===== config.mk =====
export PLATFORM = sky130hd
export DESIGN_NAME = postfix_expression_evaluator
export DESIGN_NICKNAME = d
export VERILOG_FILES = /design/src/hdl/pfx_eval_pkg.sv /design/src/hdl/postfix_expression_evaluator.sv
export SDC_FILE = /design/constraint.sdc
export NUM_CORES = 2
export LEC_CHECK = 0
export BUFFER_PORTS_ARGS = -buffer_cell sky130_fd_sc_hd__clkbuf_2
export CAP_MARGIN = 15
export CORE_UTILIZATION = 64
export DETAILED_ROUTE_END_ITERATION = 10
export HOLD_SLACK_MARGIN = 0.03
export PLACE_DENSITY = 0.8
export SYNTH_ARGS = -nofsm -noshare
export SYNTH_HDL_FRONTEND = slang
export SYNTH_SLANG_ARGS = --single-unit

===== constraint.sdc =====
create_clock -name clk -period 10 [get_ports clk]
set_clock_uncertainty 0.2 [all_clocks]
set_input_delay 2 -clock clk [delete_from_list [all_inputs] [get_ports clk]]
set_output_delay 2 -clock clk [all_outputs]
set_load 0.01 [all_outputs]

===== src/hdl/pfx_eval_pkg.sv =====
package pfx_eval_pkg;

	// Stack geometry
	localparam int STACK_DEPTH = 64;
	localparam int PTR_W       = $clog2(STACK_DEPTH);
	localparam int CNT_W       = $clog2(STACK_DEPTH + 1);
	localparam int DATA_W      = 32;

	typedef logic [DATA_W-1:0] word_t;
	typedef logic [CNT_W-1:0]  count_t;
	typedef logic [PTR_W-1:0]  ptr_t;
	typedef logic [2:0]        status_t;

	// Expression characters (ASCII)
	localparam logic [7:0] SYM_ZERO = 8'h30;
	localparam logic [7:0] SYM_NINE = 8'h39;
	localparam logic [7:0] SYM_ADD  = 8'h2B;
	localparam logic [7:0] SYM_SUB  = 8'h2D;
	localparam logic [7:0] SYM_MUL  = 8'h2A;
	localparam logic [7:0] SYM_DIV  = 8'h2F;

	// Result status codes
	localparam status_t ST_OK   = 3'd0;
	localparam status_t ST_FEW  = 3'd1;
	localparam status_t ST_LEFT = 3'd2;
	localparam status_t ST_DIV0 = 3'd3;
	localparam status_t ST_OVER = 3'd4;

endpackage


===== src/hdl/postfix_expression_evaluator.sv =====
// Postfix (RPN) evaluator: one ASCII character per input transaction, tlast on the final
// character. Digits push 0..9, '+' '-' '*' '/' pop two operands and push the 32-bit wrapped
// result (quotient truncates toward zero); other characters are ignored, and after the first
// error the rest of the expression is skipped. The transaction carrying tlast yields exactly
// one result: tdata is the top of stack (0 if empty or on error), tuser the status
// (0 ok, 1 too few operands, 2 operands left over, 3 divide by zero, 4 stack overflow).
// The stack holds 64 entries: the top lives in a register, the rest in a synchronous RAM
// with one write and one read port, the entry under the top read ahead into a register. Each
// character passes through accept and decode; a valid '/' then also runs a 32-step radix-2
// divider; the final character then loads the output register, after any wait while a
// previous result is still not taken.
module postfix_expression_evaluator (
	input  logic        clk,
	input  logic        arst_n,
	input  logic        s_axis_tvalid,
	output logic        s_axis_tready,
	input  logic [7:0]  s_axis_tdata,   // [7:0] symbol
	input  logic        s_axis_tlast,   // last_symbol
	output logic        m_axis_tvalid,
	input  logic        m_axis_tready,
	output logic [31:0] m_axis_tdata,   // [31:0] value
	output logic [2:0]  m_axis_tuser    // [2:0] status
);

	localparam logic [2:0] S_IDLE   = 3'd0;
	localparam logic [2:0] S_DECODE = 3'd1;
	localparam logic [2:0] S_DIV    = 3'd2;
	localparam logic [2:0] S_FIN    = 3'd3;

	logic [2:0]               state_q;
	logic [7:0]               sym_q;
	logic                     last_q;
	pfx_eval_pkg::count_t     count_q;
	pfx_eval_pkg::status_t    err_q;
	pfx_eval_pkg::word_t      top_q;

	// stack RAM (entries below the top)
	pfx_eval_pkg::word_t      mem [pfx_eval_pkg::STACK_DEPTH];
	pfx_eval_pkg::word_t      rd_data_q;
	pfx_eval_pkg::ptr_t       mem_raddr;
	pfx_eval_pkg::ptr_t       mem_waddr;
	logic                     mem_we;

	// divider
	pfx_eval_pkg::word_t      rem_q;
	pfx_eval_pkg::word_t      quo_q;
	pfx_eval_pkg::word_t      dvs_q;
	logic                     neg_q;
	logic [4:0]               div_cnt_q;
	logic [32:0]              div_trial;
	pfx_eval_pkg::word_t      rem_nx;
	pfx_eval_pkg::word_t      quo_nx;

	// output register
	logic                     m_valid_q;
	pfx_eval_pkg::word_t      m_value_q;
	pfx_eval_pkg::status_t    m_status_q;

	// decode helpers
	logic                     is_digit;
	logic                     is_op;
	logic                     div_go;
	pfx_eval_pkg::count_t     count_m1;
	pfx_eval_pkg::count_t     count_m2;
	pfx_eval_pkg::word_t      opa;
	pfx_eval_pkg::word_t      opb;
	pfx_eval_pkg::word_t      mag_a;
	pfx_eval_pkg::word_t      mag_b;
	pfx_eval_pkg::word_t      product;
	logic                     out_free;

	assign s_axis_tready = (state_q == S_IDLE);
	assign m_axis_tvalid = m_valid_q;
	assign m_axis_tdata  = m_value_q;
	assign m_axis_tuser  = m_status_q;

	assign is_digit = (sym_q inside {[pfx_eval_pkg::SYM_ZERO:pfx_eval_pkg::SYM_NINE]});
	assign is_op    = (sym_q inside {pfx_eval_pkg::SYM_ADD, pfx_eval_pkg::SYM_SUB,
		pfx_eval_pkg::SYM_MUL, pfx_eval_pkg::SYM_DIV});
	assign count_m1 = count_q - pfx_eval_pkg::CNT_W'(1);
	assign count_m2 = count_q - pfx_eval_pkg::CNT_W'(2);
	assign opa      = rd_data_q;
	assign opb      = top_q;
	assign mag_a    = opa[31] ? (32'd0 - opa) : opa;
	assign mag_b    = opb[31] ? (32'd0 - opb) : opb;
	assign product  = opa * opb;
	assign out_free = !m_valid_q || m_axis_tready;

	// a valid divide leaves decode for the divider
	assign div_go   = (err_q == pfx_eval_pkg::ST_OK) && (sym_q == pfx_eval_pkg::SYM_DIV)
		&& (count_q >= pfx_eval_pkg::CNT_W'(2)) && (opb != '0);

	// RAM addressing: read the entry under the top, push spills the old top
	assign mem_raddr = count_m2[pfx_eval_pkg::PTR_W-1:0];
	assign mem_waddr = count_m1[pfx_eval_pkg::PTR_W-1:0];
	assign mem_we    = (state_q == S_DECODE) && (err_q == pfx_eval_pkg::ST_OK) && is_digit
		&& (count_q < pfx_eval_pkg::CNT_W'(pfx_eval_pkg::STACK_DEPTH))
		&& (count_q != '0);

	always_ff @(posedge clk) begin
		if (mem_we) begin
			mem[mem_waddr] <= top_q;
		end
		rd_data_q <= mem[mem_raddr];
	end

	// one restoring divide step on magnitudes
	always_comb begin
		div_trial = {rem_q, quo_q[31]} - {1'b0, dvs_q};
		if (!div_trial[32]) begin
			rem_nx = div_trial[31:0];
			quo_nx = {quo_q[30:0], 1'b1};
		end else begin
			rem_nx = {rem_q[30:0], quo_q[31]};
			quo_nx = {quo_q[30:0], 1'b0};
		end
	end

	// divider datapath
	always_ff @(posedge clk) begin
		if (state_q == S_DECODE) begin
			rem_q     <= '0;
			quo_q     <= mag_a;
			dvs_q     <= mag_b;
			neg_q     <= opa[31] ^ opb[31];
			div_cnt_q <= '0;
		end else if (state_q == S_DIV) begin
			rem_q     <= rem_nx;
			quo_q     <= quo_nx;
			div_cnt_q <= div_cnt_q + 5'd1;
		end
	end

	// input transaction capture
	always_ff @(posedge clk) begin
		if (s_axis_tvalid && s_axis_tready) begin
			sym_q  <= s_axis_tdata;
			last_q <= s_axis_tlast;
		end
	end

	// top-of-stack register
	always_ff @(posedge clk) begin
		if (state_q == S_DECODE && err_q == pfx_eval_pkg::ST_OK) begin
			if (is_digit) begin
				if (count_q < pfx_eval_pkg::CNT_W'(pfx_eval_pkg::STACK_DEPTH)) begin
					top_q <= {24'd0, sym_q - pfx_eval_pkg::SYM_ZERO};
				end
			end else if (is_op && count_q >= pfx_eval_pkg::CNT_W'(2)) begin
				case (sym_q)
					pfx_eval_pkg::SYM_ADD: top_q <= opa + opb;
					pfx_eval_pkg::SYM_SUB: top_q <= opa - opb;
					pfx_eval_pkg::SYM_MUL: top_q <= product;
					default: ;
				endcase
			end
		end else if (state_q == S_DIV && div_cnt_q == 5'd31) begin
			top_q <= neg_q ? (32'd0 - quo_nx) : quo_nx;
		end
	end

	// control: sequencer, stack count, error latch, output register
	always_ff @(posedge clk or negedge arst_n) begin
		if (!arst_n) begin
			state_q    <= S_IDLE;
			count_q    <= '0;
			err_q      <= pfx_eval_pkg::ST_OK;
			m_valid_q  <= 1'b0;
			m_value_q  <= '0;
			m_status_q <= pfx_eval_pkg::ST_OK;
		end else begin
			// in S_FIN the load below owns the valid flag
			if (m_valid_q && m_axis_tready && state_q != S_FIN) begin
				m_valid_q <= 1'b0;
			end
			case (state_q)
				S_IDLE: begin
					if (s_axis_tvalid) begin
						state_q <= S_DECODE;
					end
				end
				S_DECODE: begin
					if (div_go) begin
						state_q <= S_DIV;
					end else begin
						state_q <= last_q ? S_FIN : S_IDLE;
					end
					if (err_q == pfx_eval_pkg::ST_OK) begin
						if (is_digit) begin
							if (count_q < pfx_eval_pkg::CNT_W'(pfx_eval_pkg::STACK_DEPTH)) begin
								count_q <= count_q + pfx_eval_pkg::CNT_W'(1);
							end else begin
								err_q <= pfx_eval_pkg::ST_OVER;
							end
						end else if (is_op) begin
							if (count_q < pfx_eval_pkg::CNT_W'(2)) begin
								err_q <= pfx_eval_pkg::ST_FEW;
							end else if (sym_q == pfx_eval_pkg::SYM_DIV) begin
								if (opb == '0) begin
									err_q <= pfx_eval_pkg::ST_DIV0;
								end else begin
									count_q <= count_m1;
								end
							end else begin
								count_q <= count_m1;
							end
						end
					end
				end
				S_DIV: begin
					if (div_cnt_q == 5'd31) begin
						state_q <= last_q ? S_FIN : S_IDLE;
					end
				end
				S_FIN: begin
					// load result once the output register is free
					if (out_free) begin
						m_valid_q <= 1'b1;
						if (err_q == pfx_eval_pkg::ST_OK
							&& count_q == pfx_eval_pkg::CNT_W'(1)) begin
							m_value_q <= top_q;
						end else begin
							m_value_q <= '0;
						end
						if (err_q != pfx_eval_pkg::ST_OK) begin
							m_status_q <= err_q;
						end else if (count_q > pfx_eval_pkg::CNT_W'(1)) begin
							m_status_q <= pfx_eval_pkg::ST_LEFT;
						end else begin
							m_status_q <= pfx_eval_pkg::ST_OK;
						end
						count_q <= '0;
						err_q   <= pfx_eval_pkg::ST_OK;
						state_q <= S_IDLE;
					end
				end
				default: begin
					state_q <= S_IDLE;
				end
			endcase
		end
	end

endmodule


==> results.yml <==
route:
  final_antenna_net_count: 0
  via_per_inst: 7.15
  vias: 63600
  drtIter0Drc: 10800
  wl_per_cell_um: 36.3
  dr.pass1.iters: 7
  totalWireLength_um: 323000
  drc: 0
cts:
  post_cts_buffers: 0
  cts.sink_count: 2271
  insertion_delay_ns: 0.90
  ctsResizeCount: 0
  htreeDepth: 4
  ctsHoldBuffers: 0
  root_buffer: "clkbuf_16"
  clk_path_buf_depth: 3
  cts_buffers: 212
  cts.clk_slew.worst_paths_ns: 0.07
  cts_tree: "done"
synthesis:
  yosysWarnings: 0
  synth_top_area_share: 0.597
  ys_seq_area_frac: 0.621
  synth_area_leader_cell: "edfxtp_1"
  syn_area_per_cell_um2: 16.9
  synth.distinct_cells: 89
  synth_edf_count: 2154
  yosysMostFrequentCell: "edfxtp_1"
  syn_nets: 7027
  synthTopCellsByArea: "edfxtp_1 60%, mux4_2 14%, fa_1 7.6%"
  syn_inst: 6398
  netlist_area_um2: 108000
  synth-main-ff-cell: "edfxtp_1"
  synthTopCellsByCount: "2,154 x edfxtp_1, 658 x mux4_2, 452 x inv_1"
  async_flop_share: 0.0211
  synth_seq_cells: 2271
floorplanning:
  fp.dieArea_um2: 171000
  die_w_um: 413
  start_util: 0.646
  rows: 150
  die_y_um: 413
  io_pins: 50
  core_area_um2: 168000
worst_setup_path:
  criticalPathCategory: "reg -> reg"
  cpMaxStageDelayCell: "edfxtp_1"
  crit_path_max_incr_delay_ns: 1.27
  timing.rr.start: "opb[8]"
  endpoint_kind: "register"
  cpMostUsedCell: "fa_1"
  critical_path.top_delay_family: "adder cells"
  r2r_slack_ns: 1.48
  worstPathArrival_ns: 8.92
  crit_fanout: 22
  required_ns: 10.39
  crit_buf_inv: 5
  r2r-end: "opb[30]"
  reg2reg_depth: 25
  startpoint_type: "register"
timing:
  maxSlewViolCount: 0
  rsz0062_at_grt: "no"
  fin_hold_ws_ns: 0.290
  fmax_ghz: 0.117
  setup_viol: 0
  relSlewSlack: 0.0539
  tns_ns: 0
  period_needed_ns: 8.52
  finalCritPeriodShare: 0.852
  hold_viol: 0
  worstMarginPinSlew_ns: 1.42
min_path:
  whs_path_depth: 2
  hp-class: "reg -> reg"
  worstHoldEndpoint: "m_axis_tuser[1]"
  hold_path_startpoint: "m_axis_tuser[1]"
global_routing:
  grt_antenna_before_repair: 28
  overflow: 0
  grt_pass1_vias: 64100
  grt_max_degree: 131
  grt_pass1_wl_um: 459000
  track_usage: 0.384
flow_run:
  drv_cap: 0
placed_design:
  portBuffers: 49
  dpl.cell_count: 8480
  place.gp.congestion: 0.937
  dp_hpwl_um: 174000
cells_and_area:
  drive_gt1_frac: 0.194
  stdcell_count: 8891
  nets: 7121
  syn_to_final_growth_pct: 9.69
run_status:
  status: "finished clean"
[metal layers]
layer | wire length [µm] | GRT usage | vias to the layer above
met2 | 150000 | 0.592 | 5494
li1 | - | - | 24400
met5 | 559 | 0.00820 | -
met3 | 44400 | 0.108 | 1310
met1 | 105000 | 0.496 | 32400
met4 | 22700 | 0.220 | 34
[how the worst max path moves through the flow]
stage	startpoint	to	slack, ns	depth (start not counted)
after floorplan	opb[5]	opb[30]	1.79	26
after global placement	opb[8]	opb[29]	1.76	20
final	opb[8]	opb[30]	1.48	25
after global routing	opb[8]	opb[30]	1.30	25
after detailed placement	opb[8]	opb[30]	1.75	25
after CTS	opb[8]	opb[30]	1.70	25
[cell type report]
class | instances | area [µm²]
antenna | 14 | 35.0
clock buffer | 288 | 5690
clock inverter | 107 | 1050
fill | 9632 | 48800
inverter | 454 | 1710
multi-input combinational | 3312 | 38400
sequential | 2271 | 67300
tap | 2204 | 2760
timing repair buffer | 241 | 1800
[state kept, by name, summed over array words and instances (netlist names)]
signal	flops
last_q	1
state_q	2
opb	32
rem_q	32
div_cnt_q	5
count_q	7
quo_q	32
mem	2048
neg_q	1
sym_q	8
m_axis_tuser	3
m_axis_tdata	32
opa	32
err_q	3
m_axis_tvalid	1
dvs_q	32
[layout by cell type, fill, tap and decap left out, types with 34 or more instances in the layout]
| cell type | synthesis | routed |
|---|---|---|
| a21o_1 | 43 | 43 |
| a21oi_1 | 147 | 147 |
| and2_1 | 311 | 311 |
| buf_4 | 7 | 182 |
| clkbuf_1 | 278 | 67 |
| clkbuf_16 | 0 | 213 |
| clkbuf_2 | 0 | 49 |
| clkinv_1 | 1 | 46 |
| dfrtp_1 | 48 | 46 |
| dfxtp_1 | 69 | 69 |
| edfxtp_1 | 2154 | 2154 |
| fa_1 | 410 | 410 |
| ha_1 | 206 | 203 |
| inv_1 | 452 | 452 |
| mux4_2 | 658 | 658 |
| nand2_1 | 402 | 402 |
| nand3_1 | 42 | 42 |
| nor2_1 | 232 | 168 |
| nor2_4 | 0 | 64 |
| nor3_1 | 37 | 36 |
| o21ai_0 | 94 | 94 |
| o31ai_1 | 36 | 36 |
| or3_1 | 34 | 34 |
| xnor2_1 | 131 | 130 |
| xor2_1 | 109 | 107 |
[per-stage QoR]
| stage | utilization | cell area (µm²) | setup WS, ns |
|---|---|---|---|
| final | 0.709 | 119000 | 1.48 |
| after detailed placement | 0.668 | 112000 | 1.75 |
| after global routing | 0.708 | 119000 | 1.30 |
| after floorplan | - | 108000 | 1.79 |
| after global placement | 0.668 | 112000 | 1.76 |
| after CTS | 0.708 | 119000 | 1.70 |
[worst reg2reg max path, cell delays in order, from the launching register on]
cell	delay (ns)
edfxtp_1	1.27
nand2_1	0.29
fa_1	0.49
inv_1	0.08
fa_1	0.43
fa_1	0.53
inv_1	0.05
fa_1	0.47
inv_1	0.05
fa_1	0.50
inv_1	0.06
fa_1	0.55
inv_1	0.06
fa_1	0.45
fa_1	0.38
ha_1	0.39
a21o_1	0.21
a21o_1	0.16
a21oi_1	0.22
o21a_1	0.16
a41o_1	0.22
o21ai_0	0.22
o31ai_1	0.28
xnor2_1	0.12
a222oi_1	0.31
nand3_1	0.12
[kinds of logic after synthesis]
group / count (synthesis) / share of synthesized area
multiplexers: 694 / 0.140
AND/OR/NAND/NOR: 1202 / 0.0551
AO/OA/AOI/OAI: 560 / 0.0354
buffers and inverters: 815 / 0.0288
flip-flops: 2271 / 0.621
XOR/XNOR: 240 / 0.0194
adder cells (fa/ha/maj): 616 / 0.0996
Power is left out: the tool's default activity adds up to more than one toggle a clock period on the data nets, which glitch-free logic cannot reach.
